`src/rtl/bts_pkg.sv`:
```
package bts_pkg;

    localparam int MaxWidth  = 256;
    localparam int MaxHeight = 256;
    localparam int ColW      = $clog2(MaxWidth);
    localparam int RowW      = $clog2(MaxHeight);
    localparam int BankColW  = ColW - 1;
    localparam int BankRowW  = RowW - 1;
    localparam int BankAw    = BankColW + BankRowW;
    localparam int DimW      = 9;
    localparam int CoordW    = 17;
    localparam int TexelW    = 24;
    localparam int ChanW     = 8;
    localparam int OutW      = 16;
    localparam int NumBanks  = 4;

    localparam logic [CoordW-1:0] CoordOne = CoordW'(65536);

    localparam logic [0:0] OpWrite  = 1'b0;
    localparam logic [0:0] OpSample = 1'b1;

    localparam logic [0:0] RegWidth  = 1'b0;
    localparam logic [0:0] RegHeight = 1'b1;

    typedef logic [TexelW-1:0] texel_t;

    // Per-bank access: the bank number is {row parity, column parity}.
    typedef struct packed {
        logic               we;
        logic [BankAw-1:0]  waddr;
        texel_t             wdata;
        logic [BankAw-1:0]  raddr;
    } bank_req_t;

endpackage

```
`src/rtl/bts_blend.sv`:
```
module bts_blend
    import bts_pkg::*;
(
    input  logic           clk,
    input  logic           rst_n,
    input  logic           in_vld,
    input  texel_t         c00,
    input  texel_t         c10,
    input  texel_t         c01,
    input  texel_t         c11,
    input  logic [7:0]     wx,
    input  logic [7:0]     wy,
    output logic           out_vld,
    output logic [OutW-1:0] red,
    output logic [OutW-1:0] green,
    output logic [OutW-1:0] blue
);

    logic [OutW-1:0] top_reg [3];
    logic [OutW-1:0] bot_reg [3];
    logic [7:0]      wy_reg;
    logic            h_vld_reg;
    logic [OutW-1:0] fin [3];
    logic [OutW-1:0] top [3];
    logic [OutW-1:0] bot [3];
    logic [8:0]      wxi;
    logic [8:0]      wyi;
    logic [OutW+7:0] acc [3];

    // Horizontal blend, one product pair per channel.
    always_comb
    begin
        wxi = 9'd256 - {1'b0, wx};
        for (int k = 0; k < 3; k++)
        begin
            top[k] = OutW'(c00[16-8*k +: 8]) * OutW'(wxi) + OutW'(c10[16-8*k +: 8]) * OutW'(wx);
            bot[k] = OutW'(c01[16-8*k +: 8]) * OutW'(wxi) + OutW'(c11[16-8*k +: 8]) * OutW'(wx);
        end
    end

    always_ff @(posedge clk)
    begin
        for (int k = 0; k < 3; k++)
        begin
            top_reg[k] <= top[k];
            bot_reg[k] <= bot[k];
        end
        wy_reg <= wy;
    end

    // Vertical blend, truncated to eight fraction bits.
    always_comb
    begin
        wyi = 9'd256 - {1'b0, wy_reg};
        for (int k = 0; k < 3; k++)
        begin
            acc[k] = (OutW+8)'(top_reg[k]) * (OutW+8)'(wyi)
                   + (OutW+8)'(bot_reg[k]) * (OutW+8)'(wy_reg);
            fin[k] = acc[k][OutW+7:8];
        end
    end

    always_ff @(posedge clk or negedge rst_n)
    begin
        if (!rst_n)
        begin
            h_vld_reg <= 1'b0;
            out_vld   <= 1'b0;
        end
        else
        begin
            h_vld_reg <= in_vld;
            out_vld   <= h_vld_reg;
        end
    end

    always_ff @(posedge clk)
    begin
        red   <= fin[0];
        green <= fin[1];
        blue  <= fin[2];
    end

endmodule

```
`config.mk`:
```
export PLATFORM = sky130hd
export DESIGN_NAME = bts_blend
export DESIGN_NICKNAME = d
export VERILOG_FILES = /design/src/rtl/bts_pkg.sv /design/src/rtl/bts_blend.sv
export SDC_FILE = /design/constraint.sdc
export NUM_CORES = 2
export LEC_CHECK = 0
export ABC_CLOCK_PERIOD_IN_PS = 14100
export CORE_ASPECT_RATIO = 1.5
export CORE_MARGIN = 5
export CORE_UTILIZATION = 65
export CTS_BUF_LIST = sky130_fd_sc_hd__clkbuf_8 sky130_fd_sc_hd__clkbuf_16
export CTS_CLUSTER_SIZE = 30
export DETAILED_ROUTE_END_ITERATION = 10
export DONT_BUFFER_PORTS = 1
export MAX_ROUTING_LAYER = met4
export PLACE_DENSITY_LB_ADDON = 0.2
export SYNTH_ARGS = -nofsm -noshare
export SYNTH_HDL_FRONTEND = slang
export SYNTH_SLANG_ARGS = --single-unit
export TNS_END_PERCENT = 100
```
`constraint.sdc`:
```
create_clock -name clk -period 14.1 [get_ports clk]
set_input_delay 2.82 -clock clk [delete_from_list [all_inputs] [get_ports clk]]
set_output_delay 2.82 -clock clk [all_outputs]
set_load 0.02 [all_outputs]
```
==> flow_metrics.tcl <==
set metrics [dict create \
    cp_slowest_stage_delay_ns 0.79 \
    worst_pin_slew_ns 0.9551 \
    drv_slew 0 \
    required_ns 14.55 \
    core_area_um2 84900 \
    overflow 0 \
    arrival_ns 9.89 \
    cts_tree "yes" \
    avgSynthCellArea_um2 9.016 \
    maxCapViolCount 0 \
    finalCritPeriodShare_pct 66.89 \
    synth_commonest_cells "1676 x inv_1, 1266 x fa_1, 858 x and2_1" \
    hold_path_class "reg2reg" \
    grt_pass1_wl_um 220200 \
    yosysMostFrequentCell "inv_1" \
    synth_fp_nets 8128 \
    path_class "in2reg" \
    ant_nets 0 \
    vias 38810 \
    grt_pass1_vias 43730 \
    setup_viol 0 \
    die_area_um2 91340 \
    ys_seq_area_share_pct 5.580 \
    synth_cell_types 58 \
    clk_path_buf_depth 2 \
    clock_skew_ns 0.01653 \
    finalHoldViolations 0 \
    drive_above_1_share_pct 1.878 \
    io_pins 164 \
    hold_buffers 0 \
    dr_wl_met2_um 69470 \
    synth.top_cell.area_share_pct 45.72 \
    drtIter0Drc 1982 \
    routed_via_density 5.468 \
    synth_top_area_cell "fa_1" \
    fin_crit_ns 9.432 \
    synth_ff_type "dfxtp_1" \
    wl_per_cell_um 18.52 \
    clk_latency_ns 0.54 \
    clkSinkCount 154 \
    synthSimpleGateAreaFrac_pct 16.78 \
    start_kind "primary input" \
    synth_compound_area_share_pct 2.402 \
    cts_root_buffer "clkbuf_16" \
    synth_cells 6148 \
    die_w_um 248.4 \
    num_rows 131 \
    cts.repair.resized 0 \
    outcome "complete, no violations" \
    area_delta_synth_final_pct 2.706 \
    slew_headroom_pct 36.23 \
    met1_length_um 46330 \
    rsz0062_at_grt "false" \
    critPathSlowestCell "xor2_4" \
    clkTransAtPathRegs_ns 0.07 \
    yosysWarnings 0 \
    fmax_mhz 106.0 \
    async_flop_share_pct 1.299 \
    grtUsageTotal_pct 31.15 \
    initial_core_util_pct 65.29 \
    dp_hpwl_um 108200 \
    synth_mux_area_share_pct 0 \
    setup_tns_ns 0 \
    nets 7931 \
    met3_length_um 7773 \
    io_buffer_count 0 \
    cts_setup_buffers 0 \
    fillers 7064 \
    synth_edf_count 0 \
    cp.buffers_inverters 7 \
    synth-adder-area-share_pct 59.24 \
    drc_errors 0 \
    cts_made_buffers 17 \
    synth_xor_area_share_pct 2.986 \
    wl_um 131400 \
    synth_area_um2 55430 \
    worstPathMaxFanout 98 \
    gp_congestion 0.9253 \
    synth_top_family_by_area "adder cells" \
    die_h_um 367.7 \
    drt-pass1-iter-count 5 \
    antenna_found_initial 5 \
    grt_max_degree 99 \
    htree_levels 4 \
    synth-seq-cells 154 \
    yosys-top-cells-area "fa_1 46%, ha_1 14%, inv_1 11%" \
    end_kind "flop" \
    route.top_layer_used "met4" \
    cp_top_family "adder cells" \
]
==> path summary, 6_finish.rpt <==
| kind | startpoint | slack, ns | depth (start not counted) | endpoint |
|---|---|---|---|---|
| worst max-delay path | wx[0] | 4.67 | 25 | bot_reg[0][30] |
| worst min-delay path | h_vld_reg | 0.36 | 0 | out_vld |
| worst max register to register | wy_reg[1] | 5.54 | 26 | blue[15] |
| worst min register to register | h_vld_reg | 0.36 | 0 | out_vld |
| max in group asynchronous | rst_n | 12.06 | 0 | h_vld_reg |
| min in group asynchronous | rst_n | 1.98 | 0 | out_vld |
==> stage by stage <==
step	hold WS, ns	area, um^2	worst slack (ns)	util [%]	instances
after global placement	0.3375	56290	4.345	66.30	7062
after CTS	0.3596	56920	4.748	67.05	7094
after detailed placement	0.3420	56290	4.200	66.30	7062
final	0.3553	56930	4.668	67.05	7097
after floorplan	0.3312	55430	5.107	-	6148
after global routing	0.3594	56930	4.449	67.05	7097
==> area by class of cell <==
class	count	area, um^2	area share, %
diodes	3	7.507	0.01319
clock inverters	14	196.4	0.3450
well taps	1130	1414	2.483
multi-input cells	4073	45270	79.51
clock buffers	18	439.2	0.7714
repair buffers	29	217.7	0.3824
inverters	1676	6291	11.05
flip-flops and latches	154	3100	5.446
==> routing by layer <==
layer  up-vias  GRT usage, %
met3       414         5.107
met2      1237         55.20
met5         -             -
li1      17160             -
met4         0         15.79
met1     20000         33.84
==> worst register-to-register path, stage by stage, from the launching register on <==
cell,delay (ns)
dfxtp_1,0.31
buf_4,0.29
inv_1,0.17
ha_1,0.22
nand2_1,0.16
or3_1,0.43
nor3_4,0.60
buf_4,0.48
nand2_1,0.22
fa_1,0.57
inv_1,0.06
fa_1,0.48
fa_1,0.58
fa_1,0.46
fa_1,0.50
inv_1,0.05
fa_1,0.49
inv_1,0.04
ha_1,0.32
a21o_1,0.18
a21o_1,0.17
a21oi_1,0.19
o32ai_1,0.10
a21o_1,0.23
o41ai_2,0.51
nor2_1,0.10
a211oi_1,0.52
==> cell usage in the layout (no fill, tap or decap), types with 4 or more instances in the layout <==
| cell | count |
|---|---|
| buf_4 | 29 |
| nand3_1 | 28 |
| o21bai_1 | 16 |
| inv_1 | 1677 |
| dfxtp_1 | 146 |
| dfxtp_2 | 6 |
| nor2_1 | 63 |
| and4b_1 | 4 |
| nand2_1 | 801 |
| clkbuf_16 | 17 |
| xor2_1 | 42 |
| nand4_1 | 11 |
| a31oi_1 | 8 |
| or3_1 | 4 |
| a21oi_1 | 56 |
| bufinv_16 | 4 |
| and3_1 | 10 |
| ha_1 | 598 |
| a21o_1 | 32 |
| o2111ai_1 | 6 |
| xnor2_1 | 135 |
| clkinv_4 | 4 |
| or2_2 | 10 |
| a211o_1 | 7 |
| o21ai_0 | 9 |
| o41ai_1 | 6 |
| nor2b_1 | 11 |
| xnor2_2 | 8 |
| o21a_1 | 9 |
| a31o_2 | 5 |
| nor3_1 | 26 |
| and2_1 | 858 |
| fa_1 | 1266 |
==> cell families after synthesis <==
family	after synthesis
adders and majority gates	1865
AOI/OAI and AO/OA	181
DFF	154
xor gates and xnor gates	189
and+or+nand+nor	1838
buffers and inverters	1921
Power is left out: the tool's default activity adds up to more than one toggle a clock period on the data nets, which glitch-free logic cannot reach.
