$ cat src/rtl/bts_pkg.sv
package bts_pkg;

    localparam int MaxWidth  = 256;
    localparam int MaxHeight = 256;
    localparam int ColW      = $clog2(MaxWidth);
    localparam int RowW      = $clog2(MaxHeight);
    localparam int BankColW  = ColW - 1;
    localparam int BankRowW  = RowW - 1;
    localparam int BankAw    = BankColW + BankRowW;
    localparam int DimW      = 9;
    localparam int CoordW    = 17;
    localparam int TexelW    = 24;
    localparam int ChanW     = 8;
    localparam int OutW      = 16;
    localparam int NumBanks  = 4;

    localparam logic [CoordW-1:0] CoordOne = CoordW'(65536);

    localparam logic [0:0] OpWrite  = 1'b0;
    localparam logic [0:0] OpSample = 1'b1;

    localparam logic [0:0] RegWidth  = 1'b0;
    localparam logic [0:0] RegHeight = 1'b1;

    typedef logic [TexelW-1:0] texel_t;

    // Per-bank access: the bank number is {row parity, column parity}.
    typedef struct packed {
        logic               we;
        logic [BankAw-1:0]  waddr;
        texel_t             wdata;
        logic [BankAw-1:0]  raddr;
    } bank_req_t;

endpackage

$ cat src/rtl/bts_addr.sv
module bts_addr
    import bts_pkg::*;
(
    input  logic              clk,
    input  logic              rst_n,
    input  logic              sample,
    input  logic [CoordW-1:0] u_coord,
    input  logic [CoordW-1:0] v_coord,
    input  logic [DimW-1:0]   tex_width,
    input  logic [DimW-1:0]   tex_height,
    output logic              addr_vld,
    output logic [ColW-1:0]   x0,
    output logic [ColW-1:0]   x1,
    output logic [RowW-1:0]   y0,
    output logic [RowW-1:0]   y1,
    output logic [7:0]        wx,
    output logic [7:0]        wy
);

    logic [CoordW-1:0] u_sat;
    logic [CoordW-1:0] v_inv;
    logic [DimW-1:0]   w_eff;
    logic [DimW-1:0]   h_eff;
    logic [DimW-1:0]   wm1;
    logic [DimW-1:0]   hm1;
    logic [CoordW+DimW-1:0] xf;
    logic [CoordW+DimW-1:0] yf;
    logic [CoordW+DimW-17:0] xi;
    logic [CoordW+DimW-17:0] yi;
    logic [CoordW+DimW-17:0] x1w;
    logic [CoordW+DimW-17:0] y1w;

    // Saturate coordinates, invert v and clamp the dimensions into range.
    always_comb
    begin
        u_sat = (u_coord > CoordOne) ? CoordOne : u_coord;
        v_inv = CoordOne - ((v_coord > CoordOne) ? CoordOne : v_coord);
        w_eff = (tex_width == '0) ? DimW'(1)
              : ((tex_width > DimW'(MaxWidth)) ? DimW'(MaxWidth) : tex_width);
        h_eff = (tex_height == '0) ? DimW'(1)
              : ((tex_height > DimW'(MaxHeight)) ? DimW'(MaxHeight) : tex_height);
        wm1 = w_eff - DimW'(1);
        hm1 = h_eff - DimW'(1);
        xf = (CoordW+DimW)'(u_sat) * (CoordW+DimW)'(wm1);
        yf = (CoordW+DimW)'(v_inv) * (CoordW+DimW)'(hm1);
        xi = xf[CoordW+DimW-1:16];
        yi = yf[CoordW+DimW-1:16];
        if (xi > (CoordW+DimW-16)'(wm1))
        begin
            xi = (CoordW+DimW-16)'(wm1);
        end
        if (yi > (CoordW+DimW-16)'(hm1))
        begin
            yi = (CoordW+DimW-16)'(hm1);
        end
        x1w = (xi + 1'b1 < (CoordW+DimW-16)'(w_eff)) ? xi + 1'b1 : (CoordW+DimW-16)'(wm1);
        y1w = (yi + 1'b1 < (CoordW+DimW-16)'(h_eff)) ? yi + 1'b1 : (CoordW+DimW-16)'(hm1);
    end

    // Stage register holding the four neighbour positions and weights.
    always_ff @(posedge clk or negedge rst_n)
    begin
        if (!rst_n)
        begin
            addr_vld <= 1'b0;
        end
        else
        begin
            addr_vld <= sample;
        end
    end

    always_ff @(posedge clk)
    begin
        x0 <= xi[ColW-1:0];
        x1 <= x1w[ColW-1:0];
        y0 <= yi[RowW-1:0];
        y1 <= y1w[RowW-1:0];
        wx <= xf[15:8];
        wy <= yf[15:8];
    end

endmodule

$ cat config.mk
export PLATFORM = sky130hd
export DESIGN_NAME = bts_addr
export DESIGN_NICKNAME = d
export VERILOG_FILES = /design/src/rtl/bts_pkg.sv /design/src/rtl/bts_addr.sv
export SDC_FILE = /design/constraint.sdc
export NUM_CORES = 1
export LEC_CHECK = 0
export ABC_AREA = 1
export BUFFER_PORTS_ARGS = -buffer_cell sky130_fd_sc_hd__buf_2
export CAP_MARGIN = 25
export CORE_MARGIN = 2
export CORE_UTILIZATION = 55
export CTS_CLUSTER_DIAMETER = 120
export CTS_CLUSTER_SIZE = 24
export DETAILED_ROUTE_END_ITERATION = 10
export MAX_ROUTING_LAYER = met4
export PLACE_DENSITY = 0.84
export SKIP_CTS_REPAIR_TIMING = 1
export SYNTH_ARGS = -nofsm -noshare
export SYNTH_HDL_FRONTEND = slang
export SYNTH_SLANG_ARGS = --single-unit
export TNS_END_PERCENT = 5
$ cat constraint.sdc
create_clock -name clk -period 1.1 [get_ports clk]
set_clock_uncertainty 0.1 [all_clocks]
set_input_delay 0.055 -clock clk [delete_from_list [all_inputs] [get_ports clk]]
set_output_delay 0.055 -clock clk [all_outputs]
set_load 0.1 [all_outputs]
==> impl_results.md, run 1 <==
- Sequential element share of the synthesized area: 0.0739
- Adder-cell share of the synthesized area: 0.430
- Gr ovfl total: 16
- Ys Warns: 0
- Mux contribution to synthesized area: 0
- Die Wd: 160 um
- Ys async rst share: 0.0204
- I/O pin count: roughly 100
- CTS Root Cell: clkbuf_16
- GRT Total Usage: 0.765
- Library cells used by synthesis: 57
- Core Rows: 57
- Initial Utilization: 0.555
- XOR/XNOR share of the synthesized area: 0.0256
- Syn Area/Cell: around 7.1 um2
- Main combinational cell family by area after synthesis: adder cells
- Die height: 160 um
- Port Buffers: 103
- First error: [ERROR GRT-0232] Routing congestion too high. Check the congestion heatmap in the GUI.
- Largest net degree at the start of global routing: 19
- Syn Nets: ~2300
- Synth Register Bits: just under 50
- Antenna violations before repair: 7
- Cell Area, Synth: ~13000 um2
- Post-GRT worst EP: y1[7]$_DFF_P_/D
- Final RePlAce weighted congestion: between 1 and 1.5
- Failing step: 5_1_grt
- Simple-Gate Fraction of Synth Area: 0.276
- Maximum root-to-sink buffer count: 2
- Cells after Synth: between 1500 and 2000
- Total CTS buffers: 5
- EDFF count, synth: 0
- CTS sink cnt: 49
- Status: did not finish
- Post-synthesis compound-gate area fraction: 0.0652
- CTS H-Tree Depth: 2
- Worst endpoint type: register data pin
- Most used flip-flop cell after synthesis: dfxtp_1
- DP Wirelength: approximately 41000 um
cells by family after synthesis:
family / Yosys count
AOI/OAI and AO/OA: 149
xor gates and xnor gates: 39
adders and majority gates: 333
buffers and inverters: 452
DFF: 49
and+or+nand+nor: 858
metal layers:
metal | GRT usage | GRT overflow
met1 | 0.743 | 2
met2 | 0.896 | 6
met3 | 0.672 | 4
met4 | 0.692 | 4
met5 | - | -
synthesized netlist by cell type (6+ instances only):
library cell | number | area [um2]
a211oi_1 | 6 | 45.0
a21oi_1 | 66 | 330
clkbuf_1 | 16 | 60.1
dfxtp_1 | 48 | 961
fa_1 | 210 | 4200
ha_1 | 123 | 1540
inv_1 | 412 | 1550
inv_2 | 13 | 48.8
nand2_1 | 426 | 1600
nand2_2 | 15 | 93.8
nand2_4 | 10 | 113
nand3_1 | 58 | 290
nand3_2 | 6 | 60.1
nand3b_1 | 6 | 45.0
nand4_1 | 11 | 68.8
nor2_1 | 276 | 1040
nor2_2 | 9 | 56.3
nor3_1 | 8 | 40.0
nor4_1 | 10 | 62.6
o21ai_0 | 40 | 200
o21ai_1 | 11 | 55.1
xnor2_1 | 13 | 114
xor2_1 | 26 | 228
per-stage QoR:
| step | std cells | hold WS [ps] | area [um2] | TNS, ps | setup slack (ps) |
|---|---|---|---|---|---|
| global placement | 2721 | -270 | 18500 | -296300 | -7940 |
| CTS | 2729 | -602 | 18700 | -308870 | -8370 |
| floorplan | 1880 | -341 | 13600 | -275510 | -7520 |
| detailed placement | 2721 | -265 | 18500 | -319470 | -8570 |
==> run 2: changes to the inputs <==
Settings changed: CORE_UTILIZATION 55 to 40, CTS_CLUSTER_DIAMETER 120 to not set, CTS_CLUSTER_SIZE 24 to not set, MAX_ROUTING_LAYER met4 to not set, PLACE_DENSITY 0.84 to not set, PLACE_DENSITY_LB_ADDON set to 0.15.
==> run 2 against run 1 <==
The flow now finishes, with violations (negative setup slack). Area after synthesis did not move. Synthesized cell count did not move.
==> impl_results.md, run 2 <==
- DR vias/cell: 4.83
- Startpoint types: primary input
- Core Rows: 66
- RSZ-0062 raised after global routing: yes
- Status: finished, violations left
- I/O pin count: ~100
- Hold_ws: approximately 280 ps
- Setup_tns: -273910 ps
- Min cycle time layout: just under 9000 ps
- Slowest cell on crit path: fa_1
- Most used flip-flop cell after synthesis: dfxtp_1
- Share of layout cells above drive strength 1: 0.403
- WL/cell: about 15 um
- CTS sink cnt: 49
- Post-route DRC: 0
- Max cap viols: 0
- Adder-cell share of the synthesized area: 0.430
- EDFF count, synth: 0
- CP max FO: 8
- Die height: about 190 um
- Worst Tran Pin Value: 497 ps
- Die Wd: 187 um
- Synth top cells by count: nand2_1 (426), inv_1 (412), nor2_1 (276)
- Cell Area, Synth: 13300 um2
- Failing checks: negative setup slack
- Synth area leaders: fa_1 (31%), nand2_1 (12%), inv_1 (12%)
- Slew headroom: 0.665
- Drt total wl: 43800 um
- Final Max Tran Viols: 0
- TritonRoute pass-1 iters: 6
- Ant diodes: 0
- Synth Register Bits: 49
- Largest net degree at the start of global routing: 19
- Maximum root-to-sink buffer count: 2
- Reg clk slew, reported paths: approximately 80 ps
- Worst path required time: between 1000 and 1500 ps
- Ys Warns: 0
- Most common cell in the synthesized netlist: nand2_1
- First-pass GRT wire length: ~68000 um
- Final RePlAce weighted congestion: 0.951
- Core Region: ~33000 um2
- Initial Utilization: 0.408
- Synth area leader: fa_1
- Most frequent cells in the layout: buf_4 (474), inv_1 (370), nand2_1 (348)
- P&R area growth vs syn: 56.6%
- CP most frequent cell: nand2_2
- Sequential element share of the synthesized area: 0.0739
- Syn Nets: roughly 2300
- CP max stage delay: 520 ps
- Tightest Hold Check Type: primary input to flop
- Final #Nets: between 2000 and 3000
- Number of global-route vias before repair: approximately 14000
- Commonest non-fill, non-tap cell in the layout: buf_4
- Gr ovfl total: 0
- Ys async rst share: 0.0204
- Critical Path End Type: flop
- CTS tree: built
- Hold Startpoint: sample
- FMAX: between 0.1 and 0.15 GHz
- XOR/XNOR share of the synthesized area: 0.0256
- Post-synthesis compound-gate area fraction: 0.0652
- Simple-Gate Fraction of Synth Area: 0.276
- Main combinational cell family by area after synthesis: adder cells
- CTS H-Tree Depth: 2
- Cells after Synth: between 1500 and 2000
- Start-to-end type of the worst setup path: primary input to flop
- Final setup violation count: 48
- Critical path origin: v_coord[0]
- Critical Path AT: about 8900 ps
- Synth top area share: 0.315
- Worst setup margin: -7600 ps
- Fillers: roughly 2900
- Vias: between 10000 and 15000
- Port Buffers: approximately 100
- Mux contribution to synthesized area: 0
- Die area: between 30000 and 40000 um2
- Fin. Hold Viols: 0
- Total CTS buffers: 5
- Crit share post-route: 7.91
- Library cells used by synthesis: 57
- CTS Root Cell: clkbuf_16
- Syn Area/Cell: around 7.1 um2
- Antenna violations before repair: 0
- GRT Total Usage: 0.241
- ANT nets after route: 0
- Drt first-iter violations: about 690
- DP Wirelength: 36500 um
run 2: cell counts after synthesis:
No cell type changed its count.
run 2: path summary, 6_finish.rpt:
path	cells after the start	slack [ps]	endpoint
max	66	-7600	y1[5]
max in group asynchronous	3	340	addr_vld
min	2	280	addr_vld
min in group asynchronous	3	460	addr_vld
run 2: layout make-up:
| class | instances | area (um2) | share of cell area |
|---|---|---|---|
| Clock buffer | 5 | 125 | 0.00599 |
| Clock inverter | 3 | 28.8 | 0.00138 |
| Inverter | 428 | 1650 | 0.0788 |
| Multi-Input combinational cell | 1379 | 12200 | 0.581 |
| Sequential cell | 49 | 991 | 0.0474 |
| Tap cell | 442 | 553 | 0.0265 |
| Timing Repair Buffer | 612 | 5400 | 0.259 |
run 2: worst max-delay path: cells and delay by family:
kind                     cells  cell delay [ps]
adder cells (fa/ha/maj)      9             3080
AO/OA/AOI/OAI                9             1130
AND/OR/NAND/NOR             37             3650
XOR/XNOR                     1              180
buffers and inverters       10              750
run 2: through the flow:
step                utilization  setup WS (ps)  instances  cell area (um2)
floorplan                     -          -7520       1880            13600
CTS                       0.582          -7880       2879            19000
global route              0.639          -8180       2918            20900
global placement          0.578          -7890       2871            18900
finish                    0.639          -7600       2918            20900
detailed placement        0.578          -8160       2871            18900
run 2: cells by family after synthesis:
logic type	after synthesis
AO/OA/AOI/OAI	149
XOR/XNOR	39
adder cells (fa/ha/maj)	333
buffers and inverters	452
flip-flops	49
AND/OR/NAND/NOR	858
run 2: per-layer routing:
layer | part of all wire | global-route usage | up-vias
li1 | - | - | 6826
met1 | 0.41 | 0.302 | 6783
met2 | 0.50 | 0.425 | 409
met3 | 0.053 | 0.0372 | 83
met4 | 0.035 | 0.0763 | 0
met5 | 0 | 0 | -
Power of run 2 is not shown: default switching activity piles up to over one toggle a cycle in this logic, so the estimate is an artifact.
==> run 3: changes to the inputs <==
Settings changed: CORE_MARGIN 2 to 4.
==> run 3 against run 2 <==
The run still ends with negative setup slack left. Design area shrank 1.0%. Worst hold slack is essentially flat. Core utilization shrank 0.66 points. Setup slack lost 120 ps. Clock-buffer cell count is the same. Final cell count is essentially flat. First-iteration DRC count grew 35%. Die area grew 4.3%. Via count shrank 1.3%. Global-route usage shrank 0.69 points. Sequential cell count is the same. Non-clock buffer count shrank 1. Largest cell class unchanged.
==> impl_results.md, run 3 (synthesis results as in run 2) <==
- Status: finished, violations left
- Failing checks: negative setup slack
- Reg clk slew, reported paths: around 80 ps
- Top delay family on crit path: simple AND/OR/NAND/NOR gates
- Final Max Tran Viols: 0
- Initial Utilization: 0.408
- Min cycle time layout: approximately 8800 ps
- Most frequent cells in the layout: buf_4 (477), inv_1 (376), nand2_1 (364)
- Final Non-Filler Cells: 2917
- Fin. Hold Viols: 0
- Final RePlAce weighted congestion: roughly 0.92
- Fillers: 2901
- Largest net degree at the start of global routing: 19
- Critical Path AT: about 9000 ps
- Startpoint types: primary input
- Commonest non-fill, non-tap cell in the layout: buf_4
- Met1 usage: 0.303
- P&R area growth vs syn: 55.0%
- FMAX: around 0.11 GHz
- CP most frequent cell: nand2_2
- Hold_ws: 276 ps
- CTS H-Tree Depth: 2
- Post-route DRC: 0
- Hold Startpoint: sample
- Worst hold stages: 2
- Min-Delay Endpoint: addr_vld
- GRT Total Usage: 0.234
- Met2 Track Usage GR: 0.418
- Crit share post-route: 8.02
- Critical Path Stages: 66
- Antenna violations before repair: 0
- Slowest cell on crit path: fa_2
- Die area: 36400 um2
- Start-to-end type of the worst setup path: primary input to flop
- Die height: between 150 and 200 um
- CTS sink cnt: 49
- First-pass GRT wire length: slightly below 70000 um
- Tightest Hold Check Type: primary input to flop
- Register Area: 991 um2
- TritonRoute pass-1 iters: 5
- Fin area: around 21000 um2
- Met3 usage in global routing: 0.0278
- Maximum root-to-sink buffer count: 2
- Ant diodes: 0
- I/O pin count: around 100
- Share of layout cells above drive strength 1: 0.388
- Max cap viols: 0
- Placed cell areas: approximately 19000 um2
- CTS Root Cell: clkbuf_16
- Vias: approximately 14000
- Worst Tran Pin Value: 424 ps
- Global route hottest layer: met2
- Final setup violation count: between 40 and 50
- Critical Path End Type: flop
- CP max FO: 8
- Worst setup margin: -7720 ps
- CP Buf/Inv Count: 11
- DP Wirelength: around 37000 um
- Die Wd: around 190 um
- WL/cell: roughly 15 um
- RSZ-0062 raised after global routing: yes
- Slew headroom: 0.714
- Drt total wl: approximately 43000 um
- CTS tree: built
- Core Region: between 30000 and 40000 um2
- ANT nets after route: 0
- CP max stage delay: roughly 560 ps
- Number of global-route vias before repair: approximately 14000
- Final #Nets: roughly 2900
- Multi-input logic area: 12000 um2
- Drt first-iter violations: 931
- DR vias/cell: approximately 4.8
- Core Rows: 66
- Worst path required time: approximately 1200 ps
- Gr ovfl total: 0
- Cells after DPL: approximately 2900
- Port Buffers: 103
- Total CTS buffers: 5
==> run 3: cell types whose count changed in the layout (fill, tap and decap cells not counted), sizes merged <==
cell | before | now
buf | 609 | 608
==> run 3: area by class of cell <==
type	count	share of cell area
clock inverter	3	0.00139
sequential	49	0.0479
inverter	428	0.0796
multi-input combinational	1379	0.581
timing repair buffer	611	0.258
tap	442	0.0267
clock buffer	5	0.00605
==> run 3: layer usage <==
layer | wire length (um) | vias to the layer above
met5 | 0 | -
met4 | 1370 | 0
met3 | 2070 | 84
met2 | 21500 | 350
met1 | 18400 | 6658
li1 | - | 6831
==> run 3: worst max-delay path by stage <==
stage / start / to / slack [ps]
global placement: v_coord[0] / y1[5] / -7820
finish: v_coord[1] / y1[2] / -7720
floorplan: tex_width[6] / x1[2] / -7520
global route: v_coord[8] / y1[2] / -8190
detailed placement: v_coord[8] / y1[2] / -8060
CTS: v_coord[8] / y1[2] / -7750
==> run 3: through the flow <==
stage	setup TNS, ps	setup WS (ps)	util
after floorplan	-275510	-7520	-
after CTS	-287930	-7750	0.585
after global placement	-296070	-7820	0.580
after global routing	-294360	-8190	0.632
after detailed placement	-303660	-8060	0.580
final	-275290	-7720	0.632
Power of run 3 is left out for the same reason.
==> run 4: changes to the inputs <==
Settings changed: ABC_AREA 1 to not set, BUFFER_PORTS_ARGS -buffer_cell sky130_fd_sc_hd__buf_2 to -buffer_cell sky130_fd_sc_hd__buf_4, GPL_TIMING_DRIVEN set to 0.
==> run 4 against run 3 <==
The run still ends with negative setup slack left. Die area shrank 2.4%. Worst hold slack lost 120 ps. Final cell count shrank 24%.
==> impl_results.md, run 4 <==
- Critical Path AT: between 10000 and 15000 ps
- CTS H-Tree Depth: 2
- GRT Total Usage: 0.221
- Fin. Hold Viols: 0
- Met2 Track Usage GR: 0.403
- Status: finished, violations left
- TritonRoute pass-1 iters: 6
- Ys async rst share: 0.0204
- CTS sink cnt: 49
- First-pass GRT wire length: approximately 63000 um
- WL/cell: 18.4 um
- I/O pin count: between 100 and 150
- Syn Nets: slightly below 2000
- Gr ovfl total: 0
- Initial Utilization: 0.409
- Library cells used by synthesis: 83
- Core Region: 31800 um2
- Post-place setup slack: -10890 ps
- Ys Warns: 0
- Synth top area share: 0.323
- EDFF count, synth: 0
- Total CTS buffers: 5
- Final Max Tran Viols: 0
- Most common cell in the synthesized netlist: inv_1
- Worst path required time: approximately 1200 ps
- Crit share post-route: 9.03
- Global route hottest layer: met2
- Die Wd: between 150 and 200 um
- Synth top cells by count: inv_1 (297), nor2_1 (212), fa_1 (210)
- Failing checks: negative setup slack
- Drt first-iter violations: 601
- Slowest cell on crit path: or4_4
- Most frequent cells in the layout: inv_1 (280), fa_1 (206), nor2_1 (194)
- Start-to-end type of the worst setup path: primary input to flop
- Commonest non-fill, non-tap cell in the layout: inv_1
- Die area: between 30000 and 40000 um2
- Final #Nets: roughly 2200
- Synth area leader: fa_1
- CTS Root Cell: clkbuf_16
- Synth Register Bits: between 40 and 50
- RSZ-0062 raised after global routing: yes
- Startpoint types: primary input
- Core Rows: 65
- Cell Area, Synth: between 10000 and 15000 um2
- Vias: 11700
- Worst Tran Pin Value: around 1200 ps
- Post-route DRC: 0
- Hold_ws: ~160 ps
- Cells after Synth: 1597
- Antenna violations before repair: 0
- Port Buffers: approximately 100
- Max cap viols: 0
- Critical Path End Type: flop
- Number of global-route vias before repair: between 10000 and 15000
- Worst setup margin: -8830 ps
- Drt total wl: approximately 40000 um
- Met3 usage in global routing: 0.0280
- Share of layout cells above drive strength 1: 0.271
- CP max stage delay: roughly 570 ps
- Reg clk slew, reported paths: 80 ps
- CP max FO: 10
- Slew headroom: 0.214
- Ant diodes: 0
- Final RePlAce weighted congestion: 0.928
- Tightest Hold Check Type: primary input to flop
- FMAX: a little over 0.1 GHz
- P&R area growth vs syn: 29.4%
- Synth area leaders: fa_1 (32%), ha_1 (12%), inv_1 (8.6%)
- ANT nets after route: 0
- Core Util, Final: 0.529
- Sequential element share of the synthesized area: 0.0758
- Met1 usage: 0.277
- Die height: approximately 190 um
- Min cycle time layout: about 10000 ps
- DP Wirelength: 32200 um
- DR vias/cell: approximately 5.3
- CTS tree: built
- Most used flip-flop cell after synthesis: dfxtp_1
- Maximum root-to-sink buffer count: 2
- Final setup violation count: 48
- Syn Area/Cell: approximately 8.1 um2
- Largest net degree at the start of global routing: 16
## run 4: cell type report
| class | instances | area, um2 |
|---|---|---|
| plain buffers | 39 | 343 |
| fillers | 3024 | 15000 |
| clock buffers | 6 | 129 |
| flip-flops and latches | 49 | 987 |
| multi-input cells | 1205 | 12000 |
| clock inverters | 2 | 15.0 |
| repair buffers | 193 | 1610 |
| inverters | 300 | 1160 |
| well taps | 435 | 544 |
## run 4: cell families after synthesis
logic type	Yosys count	synth area share
AND/OR/NAND/NOR	566	0.202
buffers and inverters	345	0.101
adder cells (fa/ha/maj)	333	0.442
AO/OA/AOI/OAI	212	0.112
XOR/XNOR	60	0.0404
flip-flops	49	0.0758
multiplexers	32	0.0276
## run 4: layer usage
metal | up-vias | wire length (um)
li1 | 5499 | -
met2 | 339 | 21100
met3 | 84 | 1990
met4 | 0 | 1290
met5 | - | 0
met1 | 5816 | 16600
## run 4: final timing paths
kind | depth (start not counted) | endpoint | slack (ps) | from
worst max-delay path | 43 | y1[2] | -8830 | tex_height[1]
worst min-delay path | 3 | x0[7] | 160 | tex_width[7]
max in group asynchronous | 3 | addr_vld | 310 | rst_n
min in group asynchronous | 3 | addr_vld | 490 | rst_n
## run 4: per-stage QoR
| step | cell area, um2 | setup TNS, ps | std cells |
|---|---|---|---|
| 4_1_cts | 14800 | -386410 | 2142 |
| 5_1_grt | 16800 | -329270 | 2229 |
| 2_1_floorplan | 13300 | -311750 | 1597 |
| 3_3_place_gp | 14600 | -398750 | 2133 |
| 3_5_place_dp | 14600 | -400330 | 2134 |
| 6_report | 16800 | -315110 | 2229 |
## run 4: worst max-delay path: cells and delay by family
kind,cells,cell delay (ps)
AO/OA/AOI/OAI,11,1840
buffers and inverters,11,1620
XOR/XNOR,3,860
AND/OR/NAND/NOR,10,2370
multiplexers,1,300
adder cells (fa/ha/maj),7,2970
Power of run 4 is left out for the same reason.
